File: config.mk
export PLATFORM = sky130hd
export DESIGN_NAME = qmm_term
export DESIGN_NICKNAME = d
export VERILOG_FILES = /design/src/sv/qmm_pkg.sv /design/src/sv/qmm_term.sv
export SDC_FILE = /design/constraint.sdc
export NUM_CORES = 1
export LEC_CHECK = 0
export ABC_AREA = 1
export BUFFER_PORTS_ARGS = -buffer_cell sky130_fd_sc_hd__buf_2
export CAP_MARGIN = 10
export CORE_MARGIN = 2
export CORE_UTILIZATION = 58
export DETAILED_ROUTE_END_ITERATION = 8
export PLACE_DENSITY = 0.81
export SKIP_LAST_GASP = 1
export SYNTH_ARGS = -nofsm -noshare
export SYNTH_HDL_FRONTEND = slang
export SYNTH_SLANG_ARGS = --single-unit
File: constraint.sdc
create_clock -name clk -period 11.4 [get_ports clk]
set_clock_uncertainty 0.1 [all_clocks]
set_input_delay 2.85 -clock clk [delete_from_list [all_inputs] [get_ports clk]]
set_output_delay 2.85 -clock clk [all_outputs]
set_load 0.05 [all_outputs]
File: src/sv/qmm_pkg.sv
// shared types and constants for the quad motor mixer
package qmm_pkg;

	localparam int unsigned STICK_FULL = 32767;
	localparam int unsigned THRUST_MAX = 65535;

	localparam logic [1:0] CFG_MIX_SIGNS = 2'd0;
	localparam logic [1:0] CFG_ESC_MIN   = 2'd1;
	localparam logic [1:0] CFG_ESC_MAX   = 2'd2;

	localparam logic [11:0] MIX_SIGNS_RST = 12'hEA1;
	localparam logic [15:0] ESC_MIN_RST   = 16'd1000;
	localparam logic [15:0] ESC_MAX_RST   = 16'd2000;

	// load strobes for the two register stages inside a sub-unit
	typedef struct packed {
		logic first;
		logic second;
	} qmm_ld_t;

endpackage

File: src/sv/qmm_term.sv
// stick term unit: -(level * stick) / 32767 truncated, two register stages
module qmm_term import qmm_pkg::*; (
	input  logic               clk,
	input  qmm_ld_t            ld,
	input  logic [15:0]        level,
	input  logic signed [15:0] stick,
	output logic signed [17:0] term_s2
);

	logic [15:0] mag;
	logic        neg;
	logic [31:0] prod_s1;
	logic        neg_s1;
	logic [16:0] hi;
	logic [14:0] lo;
	logic [17:0] rem;
	logic [1:0]  corr;
	logic [16:0] quo;

	assign mag = stick[15] ? 16'(-stick) : 16'(stick);
	assign neg = !stick[15] && (stick != 16'sd0);

	always_ff @(posedge clk) begin
		if (ld.first) begin
			prod_s1 <= {16'b0, level} * {16'b0, mag};
			neg_s1  <= neg;
		end
	end

	// a = hi * 32767 + (hi + lo)
	assign hi  = prod_s1[31:15];
	assign lo  = prod_s1[14:0];
	assign rem = {1'b0, hi} + {3'b0, lo};

	always_comb begin
		if (rem >= 18'(3 * STICK_FULL))
			corr = 2'd3;
		else if (rem >= 18'(2 * STICK_FULL))
			corr = 2'd2;
		else if (rem >= 18'(STICK_FULL))
			corr = 2'd1;
		else
			corr = 2'd0;
	end

	assign quo = hi + {15'b0, corr};

	always_ff @(posedge clk) begin
		if (ld.second) begin
			term_s2 <= neg_s1 ? -$signed({1'b0, quo}) : $signed({1'b0, quo});
		end
	end

endmodule

==> flow_metrics.py <==
metrics = {
    "hold_path": {
        "min_path_cells": 1,
        "hold_path_class": "reg -> reg",
    },
    "final_layout": {
        "fin_nets": 2059,
        "diodes": 0,
        "final_cell_mix": "inv_1, nand2_1, fa_1, nor2_1, ha_1",
        "syn_to_final_growth_pct": 4.95,
        "layout-drive-gt1-share": 0.0651,
        "final_common_cell": "inv_1",
    },
    "yosys": {
        "synth_cells": 1674,
        "yosysSeqAreaShare": 0.120,
        "yosysTopAreaCell": "fa_1",
        "ys_ff_latch": 51,
        "synth_top_area_frac": 0.309,
        "synth_cell_types": 46,
        "yosys_warnings": 0,
        "synth_area_per_cell_um2": 7.60,
        "yosys-top-cells-area": "fa_1, ha_1, edfxtp_1",
        "syn_nets": 2028,
        "syn_area_um2": 12700,
    },
    "setup_path": {
        "worst_setup_path_start_kind": "input port",
        "slowest_delay_ns": 0.55,
        "cp_max_fo": 18,
        "critPathMostFrequentCell": "nand2_1",
        "criticalPathCategory": "in -> reg",
        "worstPathArrival_ns": 9.65,
        "end_kind": "register",
        "ff2ff_path_depth": 28,
        "critical_path.slowest_cell": "fa_1",
        "required_ns": 11.35,
    },
    "global_routing": {
        "grt_pass1_wl_um": 54700,
        "grt_pass1_vias": 11200,
        "grt-ovfl-total": 0,
        "track_usage": 0.293,
        "grt_max_degree": 34,
        "antenna_found_initial": 0,
    },
    "floorplan": {
        "initial_utilization": 0.586,
        "chipWidth_um": 152,
        "core_um2": 21700,
        "rows": 54,
        "io-pin-count": 53,
        "die_h_um": 152,
        "die_area_um2": 23100,
    },
    "clock_network": {
        "clk_latency_ns": 0.29,
        "clock-root-buffer": "clkbuf_16",
        "cts.sinks": 51,
        "h-tree-depth": 2,
        "cts.clk_slew.worst_paths_ns": 0.06,
        "cts_hold_buf": 0,
        "numCtsBuffers": 5,
        "cts_tree": "built",
        "post_cts_buffers": 0,
        "cts_buffer_depth": 2,
        "cts_resized": 0,
    },
    "placed_design": {
        "gp_congestion": 0.995,
        "dp_hpwl_um": 28100,
        "io_buffers": 52,
        "place_worst_setup_slack_ns": 1.43,
    },
    "timing": {
        "min_period_ns": 9.70,
        "max_freq_mhz": 103,
        "drv_slew": 0,
        "setup_slack_ns": 1.70,
        "max_slew_margin": 0.540,
        "tightest_slew_ns": 0.690,
        "setup_viol": 0,
        "timing.setup.tns_ns": 0,
        "hold_viol_final": 0,
        "grt_setup_unrepaired": "no",
        "min_period_over_period": 0.851,
    },
    "drt": {
        "detail-route-antenna-nets": 0,
        "drcViolationCount": 0,
        "drtIter0Drc": 750,
        "first_pass_iters": 5,
        "routed_wirelength_um": 33000,
        "vias": 10800,
        "vias_per_cell": 5.42,
        "wl_per_cell_um": 16.6,
    },
    "job": {
        "max-cap-violations": 0,
    },
    "outcome": {
        "status": "completed",
    },
}
==> state kept, by name, summed over array words and instances, names as in the netlist <==
register	cells
prod_s1	32
term_s2	18
neg_s1	1
==> path summary, 6_finish.rpt <==
| check | start | to | slack (ns) |
|---|---|---|---|
| max reg2reg | prod_s1[15]$_DFFE_PP_ | term_s2[12]$_DFFE_PP_ | 6.46 |
| min reg2reg | prod_s1[15]$_DFFE_PP_ | term_s2[0]$_DFFE_PP_ | 0.63 |
| min | prod_s1[15]$_DFFE_PP_ | term_s2[0]$_DFFE_PP_ | 0.63 |
| max | stick[0] | prod_s1[28]$_DFFE_PP_ | 1.70 |
==> kinds of logic after synthesis <==
| logic type | share of synthesized area |
|---|---|
| AOI/OAI and AO/OA | 0.0450 |
| xor gates and xnor gates | 0.0376 |
| and+or+nand+nor | 0.232 |
| adders and majority gates | 0.430 |
| buffers and inverters | 0.136 |
| DFF | 0.120 |
==> layer usage <==
metal  vias to the layer above  track usage  routed length, um
met2                       504        0.516              15900
li1                       5055            -                  -
met5                         -            0                  0
met1                      5099        0.365              13000
met3                       113       0.0311               2280
met4                         0        0.134               1810
==> Yosys cell counts, drive strengths merged <==
master     n
edfxtp    51
a21boi     1
ha       123
buf       16
xor2      36
fa       196
o2111ai    1
o21bai     5
and2       1
xnor2     16
a21oi     48
clkinv     6
and3       1
o211ai     1
o31ai      1
clkbuf    14
nand3     65
o21ai     33
inv      418
nand2    384
nor3      18
nand3b     4
nor2     203
a31oi      5
nor4       2
or2        5
nand4     14
o21a       1
a21o       5
==> area by class of cell <==
type	instances	area, um^2
Inverter	424	1590
Clock buffer	6	129
Timing Repair Buffer	54	275
Sequential cell	51	1530
Multi-Input combinational cell	1169	9460
Fill cell	1930	8340
Clock inverter	2	7.51
Tap cell	280	350
==> worst max-delay path: cells and delay by family <==
family | cells | cell delay [ns]
buffers and inverters | 6 | 0.89
adder cells (fa/ha/maj) | 8 | 3.64
AND/OR/NAND/NOR | 15 | 1.82
AO/OA/AOI/OAI | 2 | 0.41
==> stage by stage <==
step	std cells	hold WS, ns	cell area [um^2]	util
final	1986	0.629	13300	0.615
after CTS	1986	0.612	13300	0.615
after global routing	1986	0.640	13300	0.615
after detailed placement	1978	0.604	13200	0.609
after floorplan	1674	0.477	12700	-
after global placement	1978	0.597	13200	0.609
Power is not shown: default switching activity piles up to over one toggle a cycle in this logic, so the estimate is an artifact.
