`config.mk`:
```
export PLATFORM = sky130hd
export DESIGN_NAME = qmm_pulse
export DESIGN_NICKNAME = d
export VERILOG_FILES = /design/src/sv/qmm_pkg.sv /design/src/sv/qmm_pulse.sv
export SDC_FILE = /design/constraint.sdc
export NUM_CORES = 1
export LEC_CHECK = 0
export BUFFER_PORTS_ARGS = -buffer_cell sky130_fd_sc_hd__buf_2
export CAP_MARGIN = 20
export CORE_ASPECT_RATIO = 1.75
export CORE_MARGIN = 3
export CORE_UTILIZATION = 40
export CTS_CLUSTER_SIZE = 20
export DETAILED_ROUTE_END_ITERATION = 12
export PLACE_DENSITY_LB_ADDON = 0.08
export SYNTH_ARGS = -nofsm -noshare
export SYNTH_HDL_FRONTEND = slang
export SYNTH_SLANG_ARGS = --single-unit
```
`constraint.sdc`:
```
create_clock -name clk -period 11.45 [get_ports clk]
set_input_delay 2.8625 -clock clk [delete_from_list [all_inputs] [get_ports clk]]
set_output_delay 2.8625 -clock clk [all_outputs]
set_load 0.02 [all_outputs]
```
`src/sv/qmm_pkg.sv`:
```
// shared types and constants for the quad motor mixer
package qmm_pkg;

	localparam int unsigned STICK_FULL = 32767;
	localparam int unsigned THRUST_MAX = 65535;

	localparam logic [1:0] CFG_MIX_SIGNS = 2'd0;
	localparam logic [1:0] CFG_ESC_MIN   = 2'd1;
	localparam logic [1:0] CFG_ESC_MAX   = 2'd2;

	localparam logic [11:0] MIX_SIGNS_RST = 12'hEA1;
	localparam logic [15:0] ESC_MIN_RST   = 16'd1000;
	localparam logic [15:0] ESC_MAX_RST   = 16'd2000;

	// load strobes for the two register stages inside a sub-unit
	typedef struct packed {
		logic first;
		logic second;
	} qmm_ld_t;

endpackage

```
`src/sv/qmm_pulse.sv`:
```
// esc map unit: min + thrust * (max - min) / 65535 truncated, two register stages
module qmm_pulse import qmm_pkg::*; (
	input  logic        clk,
	input  qmm_ld_t     ld,
	input  logic [15:0] thrust,
	input  logic [15:0] esc_min,
	input  logic [15:0] esc_max,
	output logic [15:0] pulse_s5
);

	logic        down;
	logic [15:0] span;
	logic [31:0] prod_s4;
	logic [15:0] hi;
	logic [15:0] lo;
	logic [16:0] rem;
	logic [15:0] quo;

	assign down = esc_max < esc_min;
	assign span = down ? (esc_min - esc_max) : (esc_max - esc_min);

	always_ff @(posedge clk) begin
		if (ld.first) begin
			prod_s4 <= {16'b0, thrust} * {16'b0, span};
		end
	end

	// p = hi * 65535 + (hi + lo), and hi + lo stays below 2 * 65535
	assign hi  = prod_s4[31:16];
	assign lo  = prod_s4[15:0];
	assign rem = {1'b0, hi} + {1'b0, lo};
	assign quo = hi + {15'b0, (rem >= 17'(THRUST_MAX))};

	always_ff @(posedge clk) begin
		if (ld.second) begin
			pulse_s5 <= down ? (esc_min - quo) : (esc_min + quo);
		end
	end

endmodule

```
==> results_tabular.tex <==
\begin{tabular}{lr}
\hline
Metric & Value \\
\hline
\multicolumn{2}{l}{\textbf{Run status}} \\
\quad Result of the run & finished, final reports clean \\
\multicolumn{2}{l}{\textbf{Clock tree}} \\
\quad Maximum root-to-sink buffer count & 2 \\
\quad Clock transition at the registers of the reported paths & 70 ps \\
\quad CTS root buffer & sky130\_fd\_sc\_hd\_\_clkbuf\_16 \\
\quad Number of buffers added by the clock tree synthesis step & 5 \\
\quad CTS tree & built \\
\quad Clock latency at the later pin of the worst-skew pair & 300 ps \\
\quad Clock Sinks & 48 \\
\quad Number of levels in the clock H-tree & 2 \\
\multicolumn{2}{l}{\textbf{Logic synthesis}} \\
\quad Ranking of synthesized cells by area & sky130\_fd\_sc\_hd\_\_fa\_1, sky130\_fd\_sc\_hd\_\_ha\_1, sky130\_fd\_sc\_hd\_\_edfxtp\_1, sky130\_fd\_sc\_hd\_\_inv\_1, sky130\_fd\_sc\_hd\_\_and2\_1 \\
\quad Cell type contributing the most total cell area after synthesis & sky130\_fd\_sc\_hd\_\_fa\_1 \\
\quad Count of flip-flops with a built-in enable after synthesis & 48 \\
\quad Avg Inst Size Synth & 8.81 um2 \\
\quad Cell with the most instances after synthesis & sky130\_fd\_sc\_hd\_\_inv\_1 \\
\quad Yosys cell types & 63 \\
\quad FF+latch count, synth & 48 \\
\quad Top cells by count, synth & sky130\_fd\_sc\_hd\_\_inv\_1, sky130\_fd\_sc\_hd\_\_fa\_1, sky130\_fd\_sc\_hd\_\_nand2\_1 \\
\quad Mapped cell area & 13700 um2 \\
\quad Synthesized-area fraction occupied by ao, oa, aoi and oai cells & 11.3\% \\
\quad Post-synth top flop & sky130\_fd\_sc\_hd\_\_edfxtp\_1 \\
\quad Share of synthesized area spent on multiplexers & 1.13\% \\
\quad Async set-or-reset flop fraction in the synthesized netlist & 0\% \\
\quad Post-Synth XOR/XNOR Area & 5.89\% \\
\quad Adder-Cell Fraction of Synth Area & 44.5\% \\
\quad Simple-gate share of the synthesized area & 17.5\% \\
\quad Sequential-to-total area share from yosys stat & 10.6\% \\
\quad Post-Synthesis Cells & 1550 \\
\quad Largest family of logic cells by synthesized area & adder cells \\
\quad Top-area cell type share of the netlist area & 29.0\% \\
\quad Total number of yosys warnings & 0 \\
\quad Synth Net Count & 1968 \\
\multicolumn{2}{l}{\textbf{Detailed routing}} \\
\quad Starting DRC count in detailed routing & 394 \\
\quad DRT Wirelength & 40800 um \\
\quad Routed length per instance & 19.8 um \\
\quad Post-DRT Antenna Nets & 0 \\
\quad Drc violations & 0 \\
\quad Detail-routed via count per cell & 5.29 \\
\quad Via count & 10900 \\
\quad Count of TritonRoute iterations in the first routing pass & 5 \\
\multicolumn{2}{l}{\textbf{STA}} \\
\quad Hold Fails Final Rpt & 0 \\
\quad Unrepaired setup endpoints after global routing & false \\
\quad Clock period minus worst slack & 10970 ps \\
\quad Highest attainable clock frequency & 0.0912 GHz \\
\quad Headroom to the max-slew limit & 36.6\% \\
\quad Share of the clock period used by the worst path & 95.8\% \\
\quad Number of max-slew violations in the final report & 0 \\
\quad Worst-margin pin slew & 944 ps \\
\quad Setup TNS after final layout & 0 ps \\
\quad Final setup violation count & 0 \\
\quad Worst clock skew & 5.65 ps \\
\multicolumn{2}{l}{\textbf{Placement}} \\
\quad GPL Wtd Cong & 0.885 \\
\quad Port-buffer cells & 66 \\
\quad DP Wirelength & 35100 um \\
\multicolumn{2}{l}{\textbf{Worst setup path}} \\
\quad Setup slack of the most critical reg-to-reg path & 4200 ps \\
\quad Count of buffer and inverter cells on the critical path & 7 \\
\quad WS Path Type & primary input to flip-flop \\
\quad Crit-path leading delay family & adder cells \\
\quad Number of cell instances on the worst register-to-register path & 24 \\
\quad Crit Reg-Reg Startpoint & prod\_s4[17]\$\_DFFE\_PP\_ \\
\quad Critical path required time & 11500 ps \\
\quad Largest fanout of any net on the critical path & 16 \\
\quad Critical path's slowest cell & sky130\_fd\_sc\_hd\_\_fa\_1 \\
\quad CP arrival & 11020 ps \\
\quad End of the worst register-to-register path & pulse\_s5[15]\$\_DFFE\_PP\_ \\
\quad Top cell by count, worst path & sky130\_fd\_sc\_hd\_\_fa\_1 \\
\quad Type of destination of the critical path & flip-flop \\
\quad Startpoint kind of the worst setup timing path & primary input \\
\quad Longest individual stage delay on the worst path & 580 ps \\
\multicolumn{2}{l}{\textbf{Die}} \\
\quad Die width & 146 um \\
\quad Die height & 250 um \\
\quad Initial Util & 40.9\% \\
\quad Core Box Area & 33400 um2 \\
\quad Die area & 36500 um2 \\
\quad Number of primary I/O pins & 67 \\
\quad Cell Rows & 88 \\
\multicolumn{2}{l}{\textbf{Worst hold path}} \\
\quad WHS Path Cells & 2 \\
\quad Worst min path class & flip-flop to flip-flop \\
\quad Worst Hold Endpoint & pulse\_s5[0]\$\_DFFE\_PP\_ \\
\quad Hold Crit Start & prod\_s4[16]\$\_DFFE\_PP\_ \\
\multicolumn{2}{l}{\textbf{Layout}} \\
\quad ANT cells & 0 \\
\quad Final nets & 2026 \\
\quad Fraction of final layout cells with drive strength greater than 1 & 7.96\% \\
\quad Area grow syn2layout & 8.24\% \\
\multicolumn{2}{l}{\textbf{GRT}} \\
\quad Total congestion overflow & 0 \\
\quad Total track usage & 22.5\% \\
\quad Antenna violations before repair & 0 \\
\quad Vias in the first global route & 11800 \\
\quad Largest net degree at the start of global routing & 33 \\
\quad Wire length of the first global-routing pass & 63600 um \\
\multicolumn{2}{l}{\textbf{Job}} \\
\quad Max-capacitance violation count & 0 \\
\hline
\end{tabular}
==> registers in the layout (all words and copies together) (netlist names) <==
register and cells:
prod_s4 32, pulse_s5 16
==> cell families after synthesis <==
| kind of cell | after synthesis |
|---|---|
| fa+ha+maj | 367 |
| mux | 15 |
| xor+xnor | 91 |
| buf+inv | 320 |
| flops | 48 |
| compound gates | 232 |
| simple gates | 477 |
==> worst max path at each step <==
stage | from | to | slack [ps] | cells past startpoint
2_1_floorplan | esc_min[13] | prod_s4[31]$_DFFE_PP_ | 770 | 28
3_5_place_dp | esc_min[11] | prod_s4[21]$_DFFE_PP_ | 60 | 30
6_report | esc_min[11] | prod_s4[31]$_DFFE_PP_ | 480 | 30
4_1_cts | esc_min[11] | prod_s4[21]$_DFFE_PP_ | 350 | 30
3_3_place_gp | esc_min[11] | prod_s4[31]$_DFFE_PP_ | 20 | 30
5_1_grt | esc_max[0] | prod_s4[31]$_DFFE_PP_ | 30 | 30
==> layer usage <==
metal / up-vias / part of all wire, % / GRT usage (%)
met2: 231 / 60 / 47.4
met1: 5458 / 34 / 22.0
met5: - / 0 / 0
li1: 5128 / - / -
met4: 0 / 4.4 / 9.51
met3: 81 / 2.1 / 1.30
==> through the flow <==
step	util, %	setup WS, ps	hold slack (ps)	area (um2)	std cells
floorplan	-	766	687	13700	1550
global placement	43.8	19.9	922	14600	2051
detailed placement	43.8	58.9	897	14600	2051
CTS	44.3	346	914	14800	2059
global route	44.3	31.3	959	14800	2059
finish	44.3	483	912	14800	2059
==> area by class of cell <==
class	count	area, um2
well taps	450	563
inverters	265	995
fillers	3386	18600
multi-input cells	1182	11000
clock inverters	3	47.5
repair buffers	106	631
clock buffers	5	125
flip-flops and latches	48	1440
==> worst reg2reg max path, cell delays in order (launching register included) <==
cell and delay [ps]:
sky130_fd_sc_hd__edfxtp_1 530, sky130_fd_sc_hd__ha_1 330, sky130_fd_sc_hd__a21o_1 170, sky130_fd_sc_hd__a211oi_1 240
sky130_fd_sc_hd__nor2_1 120, sky130_fd_sc_hd__o41ai_1 470, sky130_fd_sc_hd__mux2_2 390, sky130_fd_sc_hd__o41ai_1 420
sky130_fd_sc_hd__a21o_1 210, sky130_fd_sc_hd__ha_1 250, sky130_fd_sc_hd__ha_1 350, sky130_fd_sc_hd__nand4_1 380
sky130_fd_sc_hd__nor2_1 350, sky130_fd_sc_hd__and3_1 210, sky130_fd_sc_hd__xnor2_1 200, sky130_fd_sc_hd__nor3b_1 370
sky130_fd_sc_hd__nor2_1 100, sky130_fd_sc_hd__xnor2_1 200, sky130_fd_sc_hd__ha_1 280, sky130_fd_sc_hd__or3_1 350
sky130_fd_sc_hd__a2111oi_0 410, sky130_fd_sc_hd__nor3_1 160, sky130_fd_sc_hd__a21o_1 210, sky130_fd_sc_hd__a21oi_1 210
sky130_fd_sc_hd__xnor2_1 100
==> cell usage in the layout (no fill, tap or decap), types with 40 or more instances in the layout <==
master / n
sky130_fd_sc_hd__a21oi_1: 63
sky130_fd_sc_hd__and2_1: 107
sky130_fd_sc_hd__buf_2: 66
sky130_fd_sc_hd__buf_4: 40
sky130_fd_sc_hd__edfxtp_1: 48
sky130_fd_sc_hd__fa_1: 198
sky130_fd_sc_hd__ha_1: 169
sky130_fd_sc_hd__inv_1: 265
sky130_fd_sc_hd__nand2_1: 171
sky130_fd_sc_hd__nor2_1: 58
sky130_fd_sc_hd__o21ai_0: 46
sky130_fd_sc_hd__xnor2_1: 64
==> timing repair <==
action	CTS	global route
endpoints found under the setup margin	0	4
resized for setup	0	1
setup buffers	0	0
endpoints found under the hold margin	0	0
hold buffers	0	0
Power is not shown: default switching activity piles up to over one toggle a cycle in this logic, so the estimate is an artifact.
